$ cat src/sv/wmmn_pkg.sv
// Types and constants shared by the window min-max normalizer.
// No dependencies; every other file of the block but wmmn_ram imports this package.
package wmmn_pkg;

   localparam int SAMPLE_W  = 16;
   localparam int VALUE_W   = 17;
   localparam int RANGE_W   = 17;
   localparam int LEN_W     = 9;
   localparam int DIV_STEPS = 16;
   localparam int STEP_W    = $clog2(DIV_STEPS);

   localparam logic [LEN_W-1:0]   LEN_RESET = 9'd150;
   localparam logic [VALUE_W-1:0] ONE_VALUE = 17'h10000;
   localparam logic [STEP_W-1:0]  LAST_STEP = STEP_W'(DIV_STEPS - 1);

   typedef enum logic [2:0] {
      ST_IDLE,
      ST_READ,
      ST_COMMIT,
      ST_DIVIDE,
      ST_OUTPUT
   } state_type;

   typedef struct packed {
      logic capture;
      logic commit;
      logic div_step;
      logic out_load;
   } cmd_type;

   typedef struct packed {
      logic has_result;
      logic divide;
      logic out_busy;
   } status_type;

endpackage

$ cat src/sv/wmmn_req_if.sv
// Input channel: valid/ready handshake carrying one raw sample.
// Depends on wmmn_pkg.
interface wmmn_req_if;
   import wmmn_pkg::*;

   logic                       valid;
   logic                       ready;
   logic signed [SAMPLE_W-1:0] sample;

   modport source (output valid, output sample, input ready);
   modport sink   (input valid, input sample, output ready);
endinterface

$ cat src/sv/wmmn_rsp_if.sv
// Result channel: valid/ready handshake carrying one normalized result.
// Depends on wmmn_pkg.
interface wmmn_rsp_if;
   import wmmn_pkg::*;

   logic               valid;
   logic               ready;
   logic [VALUE_W-1:0] normalized_value;
   logic               last_of_window;
   logic               flat_window;

   modport source (output valid, output normalized_value, output last_of_window,
                   output flat_window, input ready);
   modport sink   (input valid, input normalized_value, input last_of_window,
                   input flat_window, output ready);
endinterface

$ cat src/sv/wmmn_ram.sv
// Generic single-write, single-read RAM with registered read data.
// No dependencies.
module wmmn_ram #(
   parameter int WIDTH = 16,
   parameter int DEPTH = 256
) (
   input  logic                     clock,
   input  logic                     write_enable,
   input  logic [$clog2(DEPTH)-1:0] write_addr,
   input  logic [WIDTH-1:0]         write_data,
   input  logic [$clog2(DEPTH)-1:0] read_addr,
   output logic [WIDTH-1:0]         read_data
);
   logic [WIDTH-1:0] mem_ff [DEPTH];
   logic [WIDTH-1:0] read_data_ff;

   always_ff @(posedge clock) begin
      if (write_enable) begin
         mem_ff[write_addr] <= write_data;
      end
      read_data_ff <= mem_ff[read_addr];
   end

   assign read_data = read_data_ff;
endmodule

$ cat src/sv/wmmn_ctrl.sv
// Controller state machine: sequences read, commit, divide and output.
// Depends on wmmn_pkg; drives the datapath through cmd_type/status_type.
module wmmn_ctrl (
   input  logic                clock,
   input  logic                reset,
   input  logic                req_valid,
   output logic                req_ready,
   input  wmmn_pkg::status_type status,
   output wmmn_pkg::cmd_type    cmd
);
   import wmmn_pkg::*;

   state_type         state_ff, state_in;
   logic [STEP_W-1:0] step_ff, step_in;

   always_ff @(posedge clock) begin
      if (reset) begin
         state_ff <= ST_IDLE;
         step_ff  <= '0;
      end else begin
         state_ff <= state_in;
         step_ff  <= step_in;
      end
   end

   always_comb begin
      state_in  = state_ff;
      step_in   = step_ff;
      cmd       = '0;
      req_ready = 1'b0;
      case (state_ff)
         ST_IDLE: begin
            req_ready = 1'b1;
            if (req_valid) begin
               cmd.capture = 1'b1;
               state_in    = ST_READ;
            end
         end
         ST_READ: begin
            state_in = ST_COMMIT;
         end
         ST_COMMIT: begin
            cmd.commit = 1'b1;
            step_in    = '0;
            if (!status.has_result) begin
               state_in = ST_IDLE;
            end else if (status.divide) begin
               state_in = ST_DIVIDE;
            end else begin
               state_in = ST_OUTPUT;
            end
         end
         ST_DIVIDE: begin
            cmd.div_step = 1'b1;
            step_in      = step_ff + 1'b1;
            if (step_ff == LAST_STEP) begin
               state_in = ST_OUTPUT;
            end
         end
         ST_OUTPUT: begin
            if (!status.out_busy) begin
               cmd.out_load = 1'b1;
               state_in     = ST_IDLE;
            end
         end
         default: begin
            state_in = ST_IDLE;
         end
      endcase
   end

   a_cmd_onehot: assert property (@(posedge clock) disable iff (reset)
      $onehot0({cmd.capture, cmd.commit, cmd.div_step, cmd.out_load}))
      else $error("controller issued more than one command");

   a_capture_read: assert property (@(posedge clock) disable iff (reset)
      cmd.capture |=> state_ff == ST_READ)
      else $error("capture not followed by RAM read");

   a_divide_done: assert property (@(posedge clock) disable iff (reset)
      (state_ff == ST_DIVIDE && step_ff == LAST_STEP) |=> state_ff == ST_OUTPUT)
      else $error("divide did not finish after the last step");
endmodule

$ cat src/sv/wmmn_datapath.sv
// Datapath: length register, sample store, running and held min/range,
// serial restoring divider and result register. Depends on wmmn_pkg, wmmn_ram.
module wmmn_datapath #(
   parameter int WINDOW_MAX = 256
) (
   input  logic                          clock,
   input  logic                          reset,
   input  logic                          csr_write_enable,
   input  logic [wmmn_pkg::LEN_W-1:0]    csr_write_data,
   input  wmmn_pkg::cmd_type             cmd,
   output wmmn_pkg::status_type          status,
   input  logic signed [wmmn_pkg::SAMPLE_W-1:0] req_sample,
   input  logic                          rsp_ready,
   output logic                          rsp_valid,
   output logic [wmmn_pkg::VALUE_W-1:0]  rsp_normalized_value,
   output logic                          rsp_last_of_window,
   output logic                          rsp_flat_window
);
   import wmmn_pkg::*;

   localparam int IDX_W = (WINDOW_MAX > 1) ? $clog2(WINDOW_MAX) : 1;
   localparam int CMP_W = (IDX_W + 1 > LEN_W) ? IDX_W + 1 : LEN_W;

   logic [LEN_W-1:0]           len_ff;
   logic [IDX_W-1:0]           write_index_ff;
   logic [IDX_W-1:0]           idx_ff;
   logic                       last_ff;
   logic signed [SAMPLE_W-1:0] sample_ff;
   logic signed [SAMPLE_W-1:0] run_min_ff, run_max_ff;
   logic signed [SAMPLE_W-1:0] held_min_ff;
   logic [RANGE_W-1:0]         held_range_ff;
   logic                       prev_valid_ff;
   logic [RANGE_W-1:0]         rem_ff, div_ff;
   logic [VALUE_W-1:0]         quot_ff;
   logic                       flat_ff;
   logic                       rsp_valid_ff;
   logic [VALUE_W-1:0]         rsp_value_ff;
   logic                       rsp_last_ff, rsp_flat_ff;

   logic [CMP_W-1:0]           eff_len;
   logic                       next_last;
   logic [SAMPLE_W-1:0]        ram_rdata;
   logic signed [SAMPLE_W-1:0] old_sample;
   logic signed [SAMPLE_W-1:0] run_min_in, run_max_in;
   logic signed [RANGE_W-1:0]  diff;
   logic [RANGE_W-1:0]         num;
   logic [RANGE_W:0]           rem_shift;
   logic                       sub_ok;

   always_comb begin
      eff_len = CMP_W'(len_ff);
      if (eff_len < CMP_W'(2)) begin
         eff_len = CMP_W'(2);
      end else if (eff_len > CMP_W'(WINDOW_MAX)) begin
         eff_len = CMP_W'(WINDOW_MAX);
      end
      next_last = (CMP_W'(write_index_ff) + CMP_W'(1)) >= eff_len;
   end

   wmmn_ram #(
      .WIDTH (SAMPLE_W),
      .DEPTH (WINDOW_MAX)
   ) u_store (
      .clock        (clock),
      .write_enable (cmd.commit),
      .write_addr   (idx_ff),
      .write_data   (sample_ff),
      .read_addr    (idx_ff),
      .read_data    (ram_rdata)
   );

   always_comb begin
      old_sample = $signed(ram_rdata);
      if (idx_ff == '0) begin
         run_min_in = sample_ff;
         run_max_in = sample_ff;
      end else begin
         run_min_in = (sample_ff < run_min_ff) ? sample_ff : run_min_ff;
         run_max_in = (sample_ff > run_max_ff) ? sample_ff : run_max_ff;
      end
      diff = RANGE_W'(old_sample) - RANGE_W'(held_min_ff);
      if (diff < 0) begin
         num = '0;
      end else if ($unsigned(diff) > held_range_ff) begin
         num = held_range_ff;
      end else begin
         num = $unsigned(diff);
      end
      rem_shift = {rem_ff, 1'b0};
      sub_ok    = rem_shift >= {1'b0, div_ff};
   end

   assign status.has_result = prev_valid_ff;
   assign status.divide     = prev_valid_ff && (held_range_ff != '0) && (num != held_range_ff);
   assign status.out_busy   = rsp_valid_ff && !rsp_ready;

   always_ff @(posedge clock) begin
      if (reset) begin
         len_ff         <= LEN_RESET;
         write_index_ff <= '0;
         prev_valid_ff  <= 1'b0;
         run_min_ff     <= '0;
         run_max_ff     <= '0;
         held_min_ff    <= '0;
         held_range_ff  <= '0;
         rsp_valid_ff   <= 1'b0;
      end else begin
         if (csr_write_enable) begin
            len_ff <= csr_write_data;
         end
         if (cmd.commit) begin
            run_min_ff <= run_min_in;
            run_max_ff <= run_max_in;
            if (last_ff) begin
               held_min_ff    <= run_min_in;
               held_range_ff  <= RANGE_W'(RANGE_W'(run_max_in) - RANGE_W'(run_min_in));
               prev_valid_ff  <= 1'b1;
               write_index_ff <= '0;
            end else begin
               write_index_ff <= idx_ff + 1'b1;
            end
         end
         if (cmd.out_load) begin
            rsp_valid_ff <= 1'b1;
         end else if (rsp_ready) begin
            rsp_valid_ff <= 1'b0;
         end
      end
   end

   always_ff @(posedge clock) begin
      if (cmd.capture) begin
         sample_ff <= req_sample;
         idx_ff    <= write_index_ff;
         last_ff   <= next_last;
      end
      if (cmd.commit) begin
         flat_ff <= (held_range_ff == '0);
         quot_ff <= ((held_range_ff != '0) && (num == held_range_ff)) ? ONE_VALUE : '0;
         rem_ff  <= num;
         div_ff  <= held_range_ff;
      end
      if (cmd.div_step) begin
         if (sub_ok) begin
            rem_ff  <= RANGE_W'(rem_shift - {1'b0, div_ff});
            quot_ff <= {quot_ff[VALUE_W-2:0], 1'b1};
         end else begin
            rem_ff  <= rem_shift[RANGE_W-1:0];
            quot_ff <= {quot_ff[VALUE_W-2:0], 1'b0};
         end
      end
      if (cmd.out_load) begin
         rsp_value_ff <= quot_ff;
         rsp_last_ff  <= last_ff;
         rsp_flat_ff  <= flat_ff;
      end
   end

   assign rsp_valid            = rsp_valid_ff;
   assign rsp_normalized_value = rsp_value_ff;
   assign rsp_last_of_window   = rsp_last_ff;
   assign rsp_flat_window      = rsp_flat_ff;

   a_index_range: assert property (@(posedge clock) disable iff (reset)
      CMP_W'(write_index_ff) < CMP_W'(WINDOW_MAX))
      else $error("write index beyond store depth");

   a_flat_zero: assert property (@(posedge clock) disable iff (reset)
      (rsp_valid_ff && rsp_flat_ff) |-> rsp_value_ff == '0)
      else $error("flat window result is not zero");

   a_value_bound: assert property (@(posedge clock) disable iff (reset)
      rsp_valid_ff |-> rsp_value_ff <= ONE_VALUE)
      else $error("normalized value above one");

   a_remainder_bound: assert property (@(posedge clock) disable iff (reset)
      cmd.div_step |-> rem_ff < div_ff)
      else $error("divider remainder not below divisor");
endmodule

$ cat src/sv/window_min_max_normalizer_top.sv
// Windowed min-max normalizer top level: controller, datapath, channel ports.
// A sample is read, committed and, unless its result is flat or full scale, divided by
// the 16-step serial restoring divider before its result is presented; no result is given
// until a window is held. A new sample is taken only once the last one is through.
// Reset (synchronous, active high) clears the window, length = 150; store is not cleared.
// Depends on wmmn_pkg, wmmn_req_if, wmmn_rsp_if, wmmn_ctrl, wmmn_datapath.
module window_min_max_normalizer_top #(
   parameter int WINDOW_MAX = 256
) (
   input  logic                       clock,
   input  logic                       reset,
   wmmn_req_if.sink                   req_chan,
   wmmn_rsp_if.source                 rsp_chan,
   input  logic                       csr_write_enable,
   input  logic [wmmn_pkg::LEN_W-1:0] csr_write_data
);
   import wmmn_pkg::*;

   cmd_type    cmd;
   status_type status;
   logic       req_ready;

   wmmn_ctrl u_ctrl (
      .clock     (clock),
      .reset     (reset),
      .req_valid (req_chan.valid),
      .req_ready (req_ready),
      .status    (status),
      .cmd       (cmd)
   );

   wmmn_datapath #(
      .WINDOW_MAX (WINDOW_MAX)
   ) u_datapath (
      .clock                (clock),
      .reset                (reset),
      .csr_write_enable     (csr_write_enable),
      .csr_write_data       (csr_write_data),
      .cmd                  (cmd),
      .status               (status),
      .req_sample           (req_chan.sample),
      .rsp_ready            (rsp_chan.ready),
      .rsp_valid            (rsp_chan.valid),
      .rsp_normalized_value (rsp_chan.normalized_value),
      .rsp_last_of_window   (rsp_chan.last_of_window),
      .rsp_flat_window      (rsp_chan.flat_window)
   );

   assign req_chan.ready = req_ready;
endmodule

$ cat src/flat_wrapper.sv
// flat-port wrapper written by rule: the top's interface ports become plain ports
module window_min_max_normalizer_top_flat import wmmn_pkg::*;
#(
   parameter int WINDOW_MAX = 256
)
  (clock, reset, csr_write_enable, csr_write_data, req_chan_valid, req_chan_sample, req_chan_ready, rsp_chan_valid, rsp_chan_normalized_value, rsp_chan_last_of_window, rsp_chan_flat_window, rsp_chan_ready);
  wmmn_req_if req_chan_i ();
  wmmn_rsp_if rsp_chan_i ();
  input  logic clock;
  input  logic reset;
  input  logic csr_write_enable;
  input  logic [wmmn_pkg::LEN_W-1:0] csr_write_data;
  input wire logic [$bits(req_chan_i.valid)-1:0] req_chan_valid;
  input wire logic [$bits(req_chan_i.sample)-1:0] req_chan_sample;
  output wire logic [$bits(req_chan_i.ready)-1:0] req_chan_ready;
  output wire logic [$bits(rsp_chan_i.valid)-1:0] rsp_chan_valid;
  output wire logic [$bits(rsp_chan_i.normalized_value)-1:0] rsp_chan_normalized_value;
  output wire logic [$bits(rsp_chan_i.last_of_window)-1:0] rsp_chan_last_of_window;
  output wire logic [$bits(rsp_chan_i.flat_window)-1:0] rsp_chan_flat_window;
  input wire logic [$bits(rsp_chan_i.ready)-1:0] rsp_chan_ready;
  assign req_chan_i.valid = req_chan_valid;
  assign req_chan_i.sample = req_chan_sample;
  assign req_chan_ready = req_chan_i.ready;
  assign rsp_chan_valid = rsp_chan_i.valid;
  assign rsp_chan_normalized_value = rsp_chan_i.normalized_value;
  assign rsp_chan_last_of_window = rsp_chan_i.last_of_window;
  assign rsp_chan_flat_window = rsp_chan_i.flat_window;
  assign rsp_chan_i.ready = rsp_chan_ready;
  window_min_max_normalizer_top #(.WINDOW_MAX(WINDOW_MAX)) u_core (.clock(clock), .reset(reset), .req_chan(req_chan_i), .rsp_chan(rsp_chan_i), .csr_write_enable(csr_write_enable), .csr_write_data(csr_write_data));
endmodule
$ cat config.mk
export PLATFORM = sky130hd
export DESIGN_NAME = window_min_max_normalizer_top_flat
export DESIGN_NICKNAME = d
export VERILOG_FILES = /design/src/sv/wmmn_pkg.sv /design/src/sv/wmmn_req_if.sv /design/src/sv/wmmn_rsp_if.sv /design/src/sv/wmmn_ram.sv /design/src/sv/wmmn_ctrl.sv /design/src/sv/wmmn_datapath.sv /design/src/sv/window_min_max_normalizer_top.sv /design/src/flat_wrapper.sv
export SDC_FILE = /design/constraint.sdc
export NUM_CORES = 2
export LEC_CHECK = 0
export ABC_AREA = 1
export BUFFER_PORTS_ARGS = -buffer_cell sky130_fd_sc_hd__clkbuf_2
export CORE_ASPECT_RATIO = 1.5
export CORE_MARGIN = 2
export CORE_UTILIZATION = 40
export CTS_CLUSTER_DIAMETER = 40
export DETAILED_ROUTE_END_ITERATION = 7
export HOLD_SLACK_MARGIN = 0.1
export PLACE_DENSITY = 0.54
export SLEW_MARGIN = 20
export SYNTH_ARGS = -nofsm -noshare
export SYNTH_HDL_FRONTEND = slang
export SYNTH_SLANG_ARGS = --single-unit
$ cat constraint.sdc
create_clock -name clock -period 10.21 [get_ports clock]
set_input_delay 2.042 -clock clock [delete_from_list [all_inputs] [get_ports clock]]
set_output_delay 2.042 -clock clock [all_outputs]
set_load 0.05 [all_outputs]
==> results.sh <==
export IMPL_peakVddDrop_v=0.000184
export IMPL_wl_per_cell_um=29.6
export IMPL_end_kind="flip-flop"
export IMPL_layout_drive_gt1_share_pct=10.1
export IMPL_ant_nets=0
export IMPL_vias_per_cell=5.84
export IMPL_vias=113000
export IMPL_use_met1_pct=31.7
export IMPL_p_per_area_nw_per_um2=230
export IMPL_synth_nets=13300
export IMPL_cts_buffers=453
export IMPL_netlist_cell_type_count=58
export IMPL_post_place_ws_ns=3.75
export IMPL_hold_depth=0
export IMPL_slew_headroom_pct=14.2
export IMPL_finalHoldViolCount=0
export IMPL_slowest_delay_ns=0.69
export IMPL_area_delta_synth_final_pct=13.7
export IMPL_instances_no_fill=19400
export IMPL_max_freq_ghz=0.159
export IMPL_rows=293
export IMPL_die_area_um2=432000
export IMPL_hold_buffers=0
export IMPL_holdWs_ns=0.422
export IMPL_rr_worst_depth=26
export IMPL_h_tree_depth=5
export IMPL_critPathMaxFanout=58
export IMPL_cp_start_kind="flip-flop"
export IMPL_setup_viol=0
export IMPL_grt_usage_pct=25.7
export IMPL_crit_slowest_cell="buf_4"
export IMPL_maxCapViolations=0
export IMPL_syn_avg_cell_area_um2=13.0
export IMPL_cts_setup_buffers=0
export IMPL_power_mw=44.6
export IMPL_cts_resized=0
export IMPL_totalWireLength_um=572000
export IMPL_ys_top_cells_by_area="edfxtp_1 (74%), o21ai_0 (6.4%), nor2_1 (5.4%)"
export IMPL_overflow=0
export IMPL_power_leakage_nw=62.9
export IMPL_skew_ns=0.0572
export IMPL_yosysMostFrequentCell="edfxtp_1"
export IMPL_arrival_ns=7.15
export IMPL_crit_path_frequent_cell="o21ai_0"
export IMPL_gr_usage_met3_pct=4.30
export IMPL_busiest_layer="met2"
export IMPL_fin_crit_ns=6.27
export IMPL_clock_sinks=4299
export IMPL_port_buffers=50
export IMPL_slew_violations=0
export IMPL_gp_congestion=0.893
export IMPL_hpwl_um=340000
export IMPL_worst_slew_pin_slew_ns=1.29
export IMPL_rsz0062_at_grt="false"
export IMPL_crit_type="reg -> reg"
export IMPL_drtPass1Iterations=6
export IMPL_start_util_pct=40.2
export IMPL_synth_commonest_cells="edfxtp_1 (4,192), nor2_1 (2,443), o21ai_0 (2,171)"
export IMPL_synth_edff_count=4192
export IMPL_ios=51
export IMPL_grt_pass1_vias=108000
export IMPL_seq_area_frac_synth_pct=75.0
export IMPL_outcome="finished, final reports clean"
export IMPL_drt_iter0_drc=12500
export IMPL_synth_seq_cells=4299
export IMPL_synth_top_cell_area_share_pct=73.7
export IMPL_grt_max_degree=175
export IMPL_syn_inst=13200
export IMPL_ys_flop_type="edfxtp_1"
export IMPL_drc=0
export IMPL_dp_cells=18500
export IMPL_setup_ws_ns=3.94
export IMPL_use_met2_pct=43.2
export IMPL_async_flop_share_pct=0
export IMPL_grt_pass1_wl_um=803000
export IMPL_hp_class="reg -> reg"
export IMPL_clock_path_buffers=4
export IMPL_yosysTopAreaCell="edfxtp_1"
export IMPL_synth_area_um2=171000
export IMPL_nNetsFinal=13500
export IMPL_fin_crit_sh_pct=61.5
export IMPL_tns_ns=0
export IMPL_yosys_warnings=0
export IMPL_clk_latency_ns=1.00
export IMPL_core_area_um2=425000
export IMPL_antenna_found_initial=47
export IMPL_dieHeight_um=804
export IMPL_required_ns=11.08
export IMPL_cts_root_buffer="clkbuf_16"
export IMPL_clk_pin_slew_ns=0.06
export IMPL_chipWidth_um=538
export IMPL_cts_tree="yes"
## final timing paths
path	from	end	slack, ns
max	u_core.u_datapath.sample_ff[3]	u_core.u_datapath.held_range_ff[14]	3.94
min	u_core.u_datapath.quot_ff[16]	u_core.u_datapath.rsp_normalized_value[16]	0.42
max reg2reg	u_core.u_datapath.sample_ff[3]	u_core.u_datapath.held_range_ff[14]	3.94
min reg2reg	u_core.u_datapath.quot_ff[16]	u_core.u_datapath.rsp_normalized_value[16]	0.42
## area by class of cell
cell class	instances	area (µm²)
flip-flops and latches	4299	128000
repair buffers	606	4820
multi-input cells	7674	38400
fillers	37800	231000
clock inverters	289	2890
inverters	309	1180
well taps	5605	7010
clock buffers	534	11800
diodes	52	130
## critical path, delay by kind of cell (launching register included)
family | cells | cell delay (ns)
AND/OR/NAND/NOR | 6 | 1.01
adder cells (fa/ha/maj) | 3 | 1.07
AO/OA/AOI/OAI | 13 | 2.38
buffers and inverters | 4 | 1.24
flip-flops | 1 | 0.32
## sequential cells by signal, summed over array words and instances, names as in the netlist, 3 cells and up
| signal | cells |
|---|---|
| u_core.u_datapath.rem_ff | 17 |
| u_core.u_datapath.idx_ff | 8 |
| u_core.u_datapath.run_max_ff | 16 |
| u_core.u_datapath.len_ff | 9 |
| u_core.u_datapath.held_min_ff | 16 |
| u_core.u_datapath.run_min_ff | 16 |
| u_core.u_ctrl.step_ff | 4 |
| u_core.u_datapath.sample_ff | 16 |
| u_core.u_datapath.div_ff | 17 |
| u_core.u_datapath.write_index_ff | 8 |
| u_core.u_datapath.rsp_normalized_value | 17 |
| u_core.u_datapath.u_store.mem_ff | 4096 |
| u_core.u_datapath.quot_ff | 17 |
| u_core.u_datapath.u_store.read_data | 16 |
| u_core.u_ctrl.state_ff | 3 |
| u_core.u_datapath.held_range_ff | 17 |
## cell usage in the layout (no fill, tap or decap), types with 49 or more instances in the layout
master,n
nand2_1,1020
edfxtp_1,4192
nand4_1,109
inv_1,296
a22o_1,101
clkbuf_1,71
clkbuf_2,49
a21oi_1,209
a41oi_1,63
o22ai_1,1052
clkinv_2,72
buf_4,521
diode_2,52
ha_1,112
dfxtp_1,107
nor2_1,2422
clkinv_1,74
o21ai_0,2170
a221oi_1,84
clkbuf_16,461
nand3_1,63
## metrics by stage
stage	area [µm²]	util, %
floorplan	171000	-
global placement	179000	42.2
detailed placement	179000	42.2
CTS	194000	45.7
global route	194000	45.7
finish	194000	45.7
## where the power goes
group / internal, mW / switching, mW
sequential: 19.9 / 0.235
clock: 9.36 / 7.12
combinational: 2.00 / 5.96
total: 31.3 / 13.3
## cells by family (layout without fill, tap and decap cells)
| group | after synthesis | after routing | synth area share, % |
|---|---|---|---|
| fa+ha+maj | 115 | 115 | 0.856 |
| xor+xnor | 39 | 39 | 0.200 |
| flops | 4299 | 4299 | 75.0 |
| buf+inv | 1214 | 1738 | 2.84 |
| other cells | 0 | 52 | 0 |
| compound gates | 3811 | 3811 | 12.7 |
| simple gates | 3709 | 3709 | 8.46 |
## per-layer routing
layer | vias up | share of wire (%)
met2 | 4827 | 49
met4 | 22 | 5.9
met3 | 1085 | 7.6
met5 | - | 0.025
li1 | 49400 | -
met1 | 57800 | 38
No activity file was read; power rests on OpenSTA's default activity.
